==> src/rtl/stochastic_log_level_quantizer_assert.svh <==
// Assertion macros for the log-level quantizer.
`ifndef STOCHASTIC_LOG_LEVEL_QUANTIZER_ASSERT_SVH
`define STOCHASTIC_LOG_LEVEL_QUANTIZER_ASSERT_SVH

// Same-cycle implication, sampled on the rising clock edge, off during reset.
`define SLQ_ASSERT_NOW(lbl, ante, cons) \
  lbl: assert property (@(posedge clk_i) disable iff (!rst_ni) (ante) |-> (cons)) \
    else $error("slq assertion failed");

// Next-cycle implication, sampled on the rising clock edge, off during reset.
`define SLQ_ASSERT_NEXT(lbl, ante, cons) \
  lbl: assert property (@(posedge clk_i) disable iff (!rst_ni) (ante) |=> (cons)) \
    else $error("slq assertion failed");

`endif

==> src/rtl/slq_pkg.sv <==
// Types, constants and level functions of the log-level quantizer.
`default_nettype none

package slq_pkg;

  localparam int LEVELS  = 16;
  localparam int HALF_LV = LEVELS / 2;
  localparam int TOP_EXP = HALF_LV - 1;
  localparam int NUM_TH  = LEVELS - 1;

  localparam int CODE_W  = 4;
  localparam int VAL_W   = 32;
  localparam int NORM_W  = 31;
  localparam int DRAW_W  = 20;
  localparam int EXP_W   = 3;
  localparam int WIDE_W  = VAL_W + TOP_EXP + 2;
  localparam int GAP_W   = WIDE_W - 1;
  localparam int PROD_W  = NORM_W + DRAW_W;
  localparam int CMP_W   = GAP_W + DRAW_W;

  localparam logic [DRAW_W-1:0] DRAW_ONE = DRAW_W'(1000000);
  localparam logic [CODE_W-1:0] CODE_TOP = CODE_W'(LEVELS - 1);
  localparam logic [CODE_W-1:0] CODE_BOT = '0;

  typedef enum logic {
    CMD_QUANT   = 1'b0,
    CMD_DEQUANT = 1'b1
  } slq_cmd_e;

  typedef struct packed {
    slq_cmd_e                  cmd;
    logic signed [VAL_W-1:0]   grad_value;
    logic [NORM_W-1:0]         bucket_norm;
    logic [DRAW_W-1:0]         random_draw;
    logic [CODE_W-1:0]         level_code;
    logic                      last_in;
  } slq_in_t;

  typedef struct packed {
    logic [CODE_W-1:0]         code_out;
    logic signed [VAL_W-1:0]   value_out;
    logic                      last_out;
  } slq_out_t;

  typedef struct packed {
    slq_cmd_e                  cmd;
    logic                      last;
    logic                      zero_norm;
    logic                      grad_nonneg;
    logic                      top_hit;
    logic [CODE_W-1:0]         base_code;
    logic [EXP_W-1:0]          diff_exp;
    logic [GAP_W-1:0]          gap;
    logic [PROD_W-1:0]         prod;
    logic [VAL_W-1:0]          deq_value;
  } slq_mid_t;

  // Threshold i lies at level i: sign and power-of-two exponent (scaled by 2^TOP_EXP).
  function automatic logic th_neg(int i);
    return (i < HALF_LV);
  endfunction

  function automatic logic [EXP_W-1:0] th_exp(int i);
    logic [EXP_W-1:0] e;
    if (i < HALF_LV) begin
      e = EXP_W'(TOP_EXP - i);
    end else begin
      e = EXP_W'(i - HALF_LV);
    end
    return e;
  endfunction

  // Exponent of the gap between level j+1 and level j.
  function automatic logic [EXP_W-1:0] gap_exp(logic [CODE_W-1:0] j);
    logic [EXP_W-1:0] e;
    if (int'(j) < HALF_LV - 1) begin
      e = EXP_W'(TOP_EXP - 1 - int'(j));
    end else if (int'(j) == HALF_LV - 1) begin
      e = EXP_W'(1);
    end else begin
      e = EXP_W'(int'(j) - HALF_LV);
    end
    return e;
  endfunction

endpackage

`default_nettype wire

==> src/rtl/slq_search.sv <==
// Interval search, rounding operands and dequantize value, registered.
`default_nettype none

module slq_search (
  input  logic             clk_i,
  input  logic             en_i,
  input  slq_pkg::slq_in_t in_i,
  output slq_pkg::slq_mid_t mid_o
);
  import slq_pkg::*;

  logic signed [WIDE_W-1:0] ys;
  logic signed [WIDE_W-1:0] norm_w;
  logic signed [WIDE_W-1:0] bound [NUM_TH];
  logic [NUM_TH-1:0]        above;
  logic [CODE_W-1:0]        cnt;
  logic                     top_hit;
  logic signed [WIDE_W-1:0] bsel;
  logic signed [WIDE_W-1:0] gap_w;
  logic [DRAW_W-1:0]        draw_sat;
  logic [VAL_W-1:0]         norm_shr;
  logic [VAL_W-1:0]         deq;
  slq_mid_t                 mid_d, mid_q;

  assign ys     = $signed(WIDE_W'(in_i.grad_value)) <<< TOP_EXP;
  assign norm_w = $signed(WIDE_W'(in_i.bucket_norm));

  always_comb begin
    for (int k = 0; k < NUM_TH; k++) begin
      bound[k] = th_neg(k + 1) ? -(norm_w <<< th_exp(k + 1)) : (norm_w <<< th_exp(k + 1));
      above[k] = (ys > bound[k]);
    end
  end

  assign cnt     = CODE_W'($countones(above));
  assign top_hit = (int'(cnt) == NUM_TH);
  assign bsel    = top_hit ? '0 : bound[cnt];
  assign gap_w   = bsel - ys;

  assign draw_sat = (in_i.random_draw > DRAW_ONE) ? DRAW_ONE : in_i.random_draw;

  always_comb begin
    if (int'(in_i.level_code) < HALF_LV) begin
      norm_shr = VAL_W'(in_i.bucket_norm >> in_i.level_code);
      deq      = '0 - norm_shr;
    end else begin
      norm_shr = VAL_W'(in_i.bucket_norm >> (CODE_TOP - in_i.level_code));
      deq      = norm_shr;
    end
  end

  always_comb begin
    mid_d.cmd         = in_i.cmd;
    mid_d.last        = in_i.last_in;
    mid_d.zero_norm   = (in_i.bucket_norm == '0);
    mid_d.grad_nonneg = !in_i.grad_value[VAL_W-1];
    mid_d.top_hit     = top_hit;
    mid_d.base_code   = cnt;
    mid_d.diff_exp    = gap_exp(cnt);
    mid_d.gap         = gap_w[GAP_W-1:0];
    mid_d.prod        = PROD_W'(in_i.bucket_norm) * PROD_W'(draw_sat);
    mid_d.deq_value   = deq;
  end

  always_ff @(posedge clk_i) begin
    if (en_i) begin
      mid_q <= mid_d;
    end
  end

  assign mid_o = mid_q;

endmodule

`default_nettype wire

==> src/rtl/slq_round.sv <==
// Stochastic rounding decision and result register.
`default_nettype none

module slq_round (
  input  logic              clk_i,
  input  logic              en_i,
  input  slq_pkg::slq_mid_t mid_i,
  output slq_pkg::slq_out_t out_o
);
  import slq_pkg::*;

  logic [CMP_W-1:0]  lhs;
  logic [CMP_W-1:0]  rhs;
  logic              round_up;
  logic [CODE_W-1:0] code;
  slq_out_t          out_d, out_q;

  assign lhs      = CMP_W'(mid_i.prod) << mid_i.diff_exp;
  assign rhs      = CMP_W'(mid_i.gap) * CMP_W'(DRAW_ONE);
  assign round_up = (lhs > rhs);

  always_comb begin
    if (mid_i.zero_norm) begin
      code = mid_i.grad_nonneg ? CODE_TOP : CODE_BOT;
    end else if (mid_i.top_hit) begin
      code = CODE_TOP;
    end else begin
      code = mid_i.base_code + CODE_W'(round_up);
    end
  end

  always_comb begin
    out_d.last_out = mid_i.last;
    if (mid_i.cmd == CMD_DEQUANT) begin
      out_d.code_out  = '0;
      out_d.value_out = $signed(mid_i.deq_value);
    end else begin
      out_d.code_out  = code;
      out_d.value_out = '0;
    end
  end

  always_ff @(posedge clk_i) begin
    if (en_i) begin
      out_q <= out_d;
    end
  end

  assign out_o = out_q;

endmodule

`default_nettype wire

==> src/rtl/stochastic_log_level_quantizer.sv <==
// Top level of the stochastic log-level gradient quantizer.
//
//   channel | direction | handshake                  | payload
//   in      | input     | in_valid_i / in_ready_o    | in_data_i  (slq_in_t)
//   out     | output    | out_valid_o / out_ready_i  | out_data_o (slq_out_t)
//
// One transaction per cycle sustained while out_ready_i is high.
// out_valid_o rises once an accepted transaction has passed through the
// input register, search register and result register, in that order.
// Reset clears the three stage valid bits only.
// A stall at the output backs up stage by stage; empty stages still fill.
`default_nettype none
`include "stochastic_log_level_quantizer_assert.svh"

module stochastic_log_level_quantizer (
  input  logic              clk_i,
  input  logic              rst_ni,
  input  logic              in_valid_i,
  output logic              in_ready_o,
  input  slq_pkg::slq_in_t  in_data_i,
  output logic              out_valid_o,
  input  logic              out_ready_i,
  output slq_pkg::slq_out_t out_data_o
);
  import slq_pkg::*;

  logic      v1_q, v2_q, v3_q;
  logic      en1, en2, en3;
  logic      in_acc, out_acc;
  slq_in_t   in_q;
  slq_mid_t  mid;

  assign en3 = !v3_q || out_ready_i;
  assign en2 = !v2_q || en3;
  assign en1 = !v1_q || en2;

  assign in_ready_o  = en1;
  assign out_valid_o = v3_q;
  assign in_acc      = in_valid_i && in_ready_o;
  assign out_acc     = out_valid_o && out_ready_i;

  always_ff @(posedge clk_i or negedge rst_ni) begin
    if (!rst_ni) begin
      v1_q <= 1'b0;
      v2_q <= 1'b0;
      v3_q <= 1'b0;
    end else begin
      if (en1) begin
        v1_q <= in_valid_i;
      end
      if (en2) begin
        v2_q <= v1_q;
      end
      if (en3) begin
        v3_q <= v2_q;
      end
    end
  end

  always_ff @(posedge clk_i) begin
    if (in_acc) begin
      in_q <= in_data_i;
    end
  end

  slq_search u_search (
    .clk_i (clk_i),
    .en_i  (en2 && v1_q),
    .in_i  (in_q),
    .mid_o (mid)
  );

  slq_round u_round (
    .clk_i (clk_i),
    .en_i  (en3 && v2_q),
    .mid_i (mid),
    .out_o (out_data_o)
  );

  `SLQ_ASSERT_NEXT(a_occupancy, 1'b1, $countones({v1_q, v2_q, v3_q}) == $past($countones({v1_q, v2_q, v3_q})) + $past(int'(in_acc)) - $past(int'(out_acc)))
  `SLQ_ASSERT_NEXT(a_mid_hold, v2_q && !en3, $stable(mid))
  `SLQ_ASSERT_NEXT(a_top_code, v2_q && en3 && mid.cmd == CMD_QUANT && !mid.zero_norm && mid.top_hit, out_data_o.code_out == CODE_TOP)

endmodule

`default_nettype wire

==> config.mk <==
export PLATFORM = sky130hd
export DESIGN_NAME = stochastic_log_level_quantizer
export DESIGN_NICKNAME = d
export VERILOG_FILES = /design/src/rtl/slq_pkg.sv /design/src/rtl/slq_search.sv /design/src/rtl/slq_round.sv /design/src/rtl/stochastic_log_level_quantizer.sv
export VERILOG_INCLUDE_DIRS = /design/src /design/src/rtl
export SDC_FILE = /design/constraint.sdc
export NUM_CORES = 2
export LEC_CHECK = 0
export ABC_AREA = 1
export BUFFER_PORTS_ARGS = -buffer_cell sky130_fd_sc_hd__buf_2
export CAP_MARGIN = 20
export CORE_MARGIN = 5
export CORE_UTILIZATION = 34
export CTS_CLUSTER_SIZE = 20
export DETAILED_ROUTE_END_ITERATION = 12
export PLACE_DENSITY = 0.5
export SLEW_MARGIN = 30
export SYNTH_ARGS = -nofsm -noshare
export SYNTH_HDL_FRONTEND = slang
export SYNTH_SLANG_ARGS = --single-unit
==> constraint.sdc <==
create_clock -name clk_i -period 12.8 [get_ports clk_i]
set_input_delay 0.64 -clock clk_i [delete_from_list [all_inputs] [get_ports clk_i]]
set_output_delay 0.64 -clock clk_i [all_outputs]
set_load 0.03 [all_outputs]
# Word level (Yosys, flattened, before mapping)

Index checks and enable logic that the tools add are counted.

Flip-flop bits (word level): 264
Bits of input ports: 93
Output and inout bits: 39
Logic and storage cells: 99

Add/sub/neg operators: 27
$mul: 2
Order comparisons: 20
Equal/unequal tests: 2
Shift-type cells: 3
Muxes and demuxes: 11
Bitwise logic cells: 1
Reductions and logical operators: 11

Operators by type and width:

| kind                                                 | number |
|---|---|
| > comparator 39 x 41 -> 1 bit                        | 7 |
| binary-select mux 41 bit (select 4 bit)              | 1 |
| two-way mux 40 bit                                   | 3 |
| right shift 31 x 4 -> 32 bit                         | 2 |
| > comparator 60 bit                                  | 1 |
| left shift 51 x 3 -> 60 bit                          | 1 |
| multiplier 40 x 14 -> 54 bit (second input constant) | 1 |
| multiplier 31 x 20 -> 51 bit                         | 1 |
| negator 31 -> 41 bit                                 | 1 |
| negator 32 -> 41 bit                                 | 1 |
| negator 33 -> 41 bit                                 | 1 |
| negator 34 -> 41 bit                                 | 1 |
| negator 35 -> 41 bit                                 | 1 |
| negator 36 -> 41 bit                                 | 1 |
| negator 37 -> 41 bit                                 | 1 |
| subtractor 40 x 39 -> 40 bit                         | 1 |
| > comparator 39 x 32 -> 1 bit                        | 1 |
| > comparator 39 x 33 -> 1 bit                        | 1 |
| > comparator 39 x 34 -> 1 bit                        | 1 |
| > comparator 39 x 35 -> 1 bit                        | 1 |
| > comparator 39 x 36 -> 1 bit                        | 1 |
| > comparator 39 x 37 -> 1 bit                        | 1 |
| > comparator 39 x 38 -> 1 bit                        | 1 |
| > comparator 39 bit                                  | 1 |
| other kinds (22)                                     | 44 |

# Depth between registers and ports, before layout

Word-level depth: 12
Depth in mapped cells: 56
Mapped depth without buffers: 53

# Modules after synthesis

A second synthesis with hierarchy kept.

Cell total of the unflattened synthesis: 7980
Area, all modules: 60561.8 µm²

Modules (own cells, without submodules):

| module                         | instances | cells an instance | area each (µm²) | sequential area each (µm²) |
|---|---|---|---|---|
| slq_search                     | 1         | 6093              | 43960.9         | 4023.9 |
| slq_round                      | 1         | 1781              | 13789.5         | 1111.1 |
| stochastic_log_level_quantizer | 1         | 106               | 2811.4          | 2747.6 |

# Worst setup path after synthesis

No wires, ideal clock.

Path kind: register to register
From: reg in_q[25] (netlist bit)
To: reg u_search.mid_q (netlist bit u_search.mid_o[114]), data pin
Library setup time: 0.262 ns
Arrival time: 9.456 ns
Data required time: 12.538 ns
Setup slack: 3.083 ns
Stages on the path, launching flop included: 51
Buffers on the path: 5
Cells stage by stage: edfxtp_1 > buf_2 > inv_2 > clkbuf_1 > clkbuf_1 > ha_1 > nand2_1 > nor2_4 > nand2_2 > inv_1 > nand3_1 > nor3_1 > ha_1 > a21oi_1 > nor2_1 > a211oi_1 > nand2_1 > a21oi_1 > [... 15 more ...] > nand2_1 > buf_2 > inv_1 > nor2_1 > clkbuf_1 > inv_1 > o21ai_0 > a31oi_1 > ha_1 > a21oi_1 > o21ai_1 > a21oi_1 > o21ai_1 > a21boi_0 > o21ai_1 > a21boi_0 > o21ai_1 > xor2_1

Longest elaborated chain between the ends: 12
Elaborated cells on any way between the ends: 43
Classes of those cells: add/sub (22); order compare (15); eq/ne (1); mux (4); bitwise (1)

RTL lines:

| what                                                  | RTL line                             | source |
|---|---|---|
| start, declared                                       | stochastic_log_level_quantizer.sv:30 | `slq_in_t in_q;` |
| start signal, assigned                                | stochastic_log_level_quantizer.sv:62 | `in_q <= in_data_i;` |
| negator 37 -> 41 bit (tied with other cells)          | slq_search.sv:30                     | `bound[k] = th_neg(k + 1) ? -(norm_w <<< th_exp(k + 1)) : (norm_w <<< th_exp(k + 1));` |
| > comparator 39 x 41 -> 1 bit                         | slq_search.sv:31                     | `above[k] = (ys > bound[k]);` |
| adder 1 x 1 -> 2 bit (not written as such)            | slq_search.sv:35                     | `assign cnt = CODE_W'($countones(above));` |
| adder 4 bit (not written as such) (3 in a row)        | slq_search.sv:35                     |  |
| NOT 4 -> 5 bit (not written as such)                  | slq_search.sv:37                     | `assign bsel = top_hit ? '0 : bound[cnt];` |
| binary-select mux 41 bit (select 4 bit)               | slq_search.sv:37                     |  |
| two-way mux 40 bit (not written as such) (2 in a row) | slq_search.sv:37                     |  |
| two-way mux 40 bit (*)                                | slq_search.sv:37                     |  |
| subtractor 40 x 39 -> 40 bit (*)                      | slq_search.sv:38                     | `assign gap_w = bsel - ys;` |
| via u_search.gap_w[31]                                | slq_search.sv:19                     | `logic signed [WIDE_W-1:0] gap_w;` |
| end signal, assigned                                  | slq_search.sv:67                     | `mid_q <= mid_d;` |
| end, declared                                         | slq_search.sv:23                     | `slq_mid_t mid_d, mid_q;` |

Mark *: on every way through the listed nets, which the timed path passes. The rest lies on a longest branch. The select of a mux whose other input is x is not followed.
A chain may end at the register's enable or synchronous reset.

# Final worst setup path

Ends and elaborated chain as after synthesis.

==> tab_implementation.tex <==
\begin{tabular}{lr}
\hline
Metric & Value \\
\hline
\multicolumn{2}{l}{\textbf{Die}} \\
\quad Die footprint & 0.186 mm² \\
\quad Core Rows & 154 \\
\quad Ports & 132 \\
\quad Vertical die dimension & 431 µm \\
\quad Area inside the core boundary & 0.176 mm² \\
\quad Effective utilization at floorplan & 0.342 \\
\quad Die outline width & 431 µm \\
\multicolumn{2}{l}{\textbf{Global route}} \\
\quad Number of global-route vias before repair & 56,500 \\
\quad Antenna violations before repair & 4 \\
\quad Total global routing overflow & 0 \\
\quad Pin count of the biggest net entering global routing & 82 \\
\quad Overall track demand over capacity in global routing & 0.273 \\
\quad Global-route wire length before repair & 380 mm \\
\multicolumn{2}{l}{\textbf{Synth}} \\
\quad Async set-or-reset flop fraction in the synthesized netlist & 0.0114 \\
\quad Register bit count reported by yosys & 263 \\
\quad Dominant cell type by area after synthesis & fa\_1 \\
\quad Leading cell types by total area after synthesis & fa\_1 23\%, ha\_1 16\%, edfxtp\_1 13\%, nand2\_1 12\%, inv\_1 8.0\% \\
\quad Number of enable flip-flop cells after synthesis & 260 \\
\quad Post-synth top cells & 2,011 x nand2\_1, 1,295 x inv\_1, 757 x ha\_1, 703 x fa\_1, 681 x nor2\_1 \\
\quad Synth cell types & 73 \\
\quad Synthesized netlist net count & 9,685 \\
\quad Yosys top cell area share & 0.233 \\
\quad Yosys warnings & 0 \\
\quad Gate Count Post-Synth & 8,132 \\
\quad Avg Synthesized Cell Area & 7.43 µm² \\
\quad Flip-flop cell with the highest count after synthesis & edfxtp\_1 \\
\quad Leading cell type by number of instances after synthesis & nand2\_1 \\
\quad Post-synthesis cell area & 0.0604 mm² \\
\quad Sequential cell area fraction in the yosys report & 0.131 \\
\multicolumn{2}{l}{\textbf{Routing}} \\
\quad Via total after detailed routing & 57,100 \\
\quad Routed len/inst & 24.5 µm \\
\quad Vias/cell & 5.41 \\
\quad Initial DRC count & 5,422 \\
\quad Residual DRC count & 0 \\
\quad Post-route antenna net violation count & 0 \\
\quad Total Wirelength & 258 mm \\
\quad Number of detailed-routing iterations run before antenna repair & 6 \\
\multicolumn{2}{l}{\textbf{CTS}} \\
\quad Insertion delay to the later sink of the worst-skew pair & 0.68 ns \\
\quad Num CTS Buffers & 38 \\
\quad TritonCTS sink count & 263 \\
\quad Longest Clk Path Bufs & 3 \\
\quad PostCTS Resize Cnt & 0 \\
\quad Number of buffers inserted by post-CTS setup repair & 0 \\
\quad CTS Root Buffer Type & clkbuf\_16 \\
\quad Clock tree from TritonCTS & built \\
\quad Hold buffer count at cts & 1 \\
\quad Clock slew at reported path FFs & 0.07 ns \\
\quad Htree depth & 2 \\
\multicolumn{2}{l}{\textbf{Placement}} \\
\quad Area after DPL & 0.0640 mm² \\
\quad HPWL reported at the end of detailed placement & 206 mm \\
\quad Cell count after placement & 10,500 \\
\quad I/O Buffers & 131 \\
\quad Final RePlAce weighted congestion & 0.987 \\
\multicolumn{2}{l}{\textbf{Setup path}} \\
\quad Arrival time at the worst endpoint & 12.21 ns \\
\quad CP max-delay cell & nor3\_1 \\
\quad Stage delay of the slowest cell on the critical path & 0.83 ns \\
\quad Critical path type & register to register \\
\quad Worst setup SP type & register \\
\quad Highest fanout seen on the critical path & 11 \\
\quad Dominant cell type by count on the critical path & nand2\_1 \\
\quad Data required time at the worst endpoint & 13.18 ns \\
\quad Type of element capturing the critical path & register \\
\multicolumn{2}{l}{\textbf{Timing}} \\
\quad Setup Skew & 0.0464 ns \\
\quad Portion of the clock cycle consumed by the worst path in the final layout & 0.924 \\
\quad Slew headroom & 0.302 \\
\quad Final min period & 11.83 ns \\
\quad Final Hold Vio Count & 0 \\
\quad Final setup TNS & 0 ns \\
\quad Post-Route Hold Slack & 0.130 ns \\
\quad Fmax & 84.5 MHz \\
\quad Final-report max-slew violation count & 0 \\
\quad Final Setup Violations & 0 \\
\quad Setup repair after global routing missed its margin & false \\
\quad Pin slew with the least headroom to its limit & 1.05 ns \\
\multicolumn{2}{l}{\textbf{Cells and area}} \\
\quad \# nets final & 9,722 \\
\quad Share of post-route cells with drive strength above 1 & 0.0609 \\
\quad Area growth, synth to finish & 8.00\% \\
\quad Post-route cell area & 0.0652 mm² \\
\quad Non-filler instance count after layout & 10,500 \\
\multicolumn{2}{l}{\textbf{Run}} \\
\quad Count of maximum capacitance violations & 0 \\
\multicolumn{2}{l}{\textbf{Run status}} \\
\quad Run status & finished clean \\
\multicolumn{2}{l}{\textbf{Min path}} \\
\quad Classification of the worst-slack hold path & input pin to register \\
\hline
\end{tabular}
critical path: cells and delay by family, from the launching register on:
family | cells | cell delay (ns)
buffers and inverters | 9 | 1.08
AO/OA/AOI/OAI | 13 | 2.45
AND/OR/NAND/NOR | 18 | 3.87
flip-flops | 1 | 0.36
XOR/XNOR | 1 | 0.15
adder cells (fa/ha/maj) | 10 | 3.63
metrics by stage:
step,setup slack [ns],utilization
final,0.970,0.370
after global routing,0.226,0.369
after CTS,1.09,0.369
after detailed placement,1.16,0.362
after global placement,1.20,0.362
after floorplan,3.08,-
layout by cell type (no fill, tap or decap), types with 42 or more instances in the layout:
master    netlist  final
nand2_1      2011   2011
inv_1        1295   1290
ha_1          757    755
fa_1          703    703
nor2_1        681    674
a21oi_1       449    447
o21ai_0       407    407
nand3_1       294    294
edfxtp_1      260    260
buf_4           3    150
buf_2          22    131
nand4_1       118    118
xor2_1         91     91
nor3_1         79     79
a31oi_1        79     79
o21ai_1        59     59
xnor2_1        57     57
o211ai_1       42     42
layout make-up:
| cell class | instances | area (µm²) |
|---|---|---|
| Fill cell | 19000 | 111000 |
| Multi-Input combinational cell | 6251 | 46400 |
| Sequential cell | 263 | 7880 |
| Inverter | 1332 | 5010 |
| Tap cell | 2340 | 2930 |
| Timing Repair Buffer | 283 | 1810 |
| Clock buffer | 43 | 970 |
| Clock inverter | 26 | 254 |
| Antenna cell | 4 | 10.0 |
path summary, 6_finish.rpt:
kind | slack (ns) | depth (start not counted) | to | start
min in group asynchronous | 0.32 | 2 | v1_q$_DFFE_PN0N_ | rst_ni
hold reg to reg | 0.42 | 0 | u_search.mid_o[133]$_DFFE_PP_ | in_q[0]$_DFFE_PP_
setup reg to reg | 0.97 | 51 | u_search.mid_o[114]$_DFFE_PP_ | in_q[25]$_DFFE_PP_
hold / removal | 0.13 | 1 | in_q[23]$_DFFE_PP_ | in_data_i[23]
setup / recovery | 0.97 | 51 | u_search.mid_o[114]$_DFFE_PP_ | in_q[25]$_DFFE_PP_
max in group asynchronous | 12.37 | 2 | out_valid_o$_DFFE_PN0P_ | rst_ni
routing by layer:
layer	vias to the layer above	global-route usage	share of wire
met5	-	0	0
met4	0	0.0862	0.038
met3	354	0.0513	0.084
met2	2382	0.427	0.44
met1	28000	0.382	0.44
li1	26400	-	-
registers in the layout, indices dropped and copies added (netlist names):
register,count
u_search.mid_o,134
u_round.out_o,37
out_valid_o,1
v2_q,1
in_q,89
v1_q,1
cell families (layout without fill, tap and decap cells):
group,after synthesis,count (layout),share of synthesized area
AO/OA/AOI/OAI,1257,1257,0.118
adder cells (fa/ha/maj),1461,1461,0.390
XOR/XNOR,150,150,0.0221
multiplexers,40,40,0.00663
buffers and inverters,1618,1684,0.103
flip-flops,263,263,0.131
AND/OR/NAND/NOR,3343,3343,0.230
other,0,4,0
Power is not shown: default switching activity piles up to over one toggle a cycle in this logic, so the estimate is an artifact.
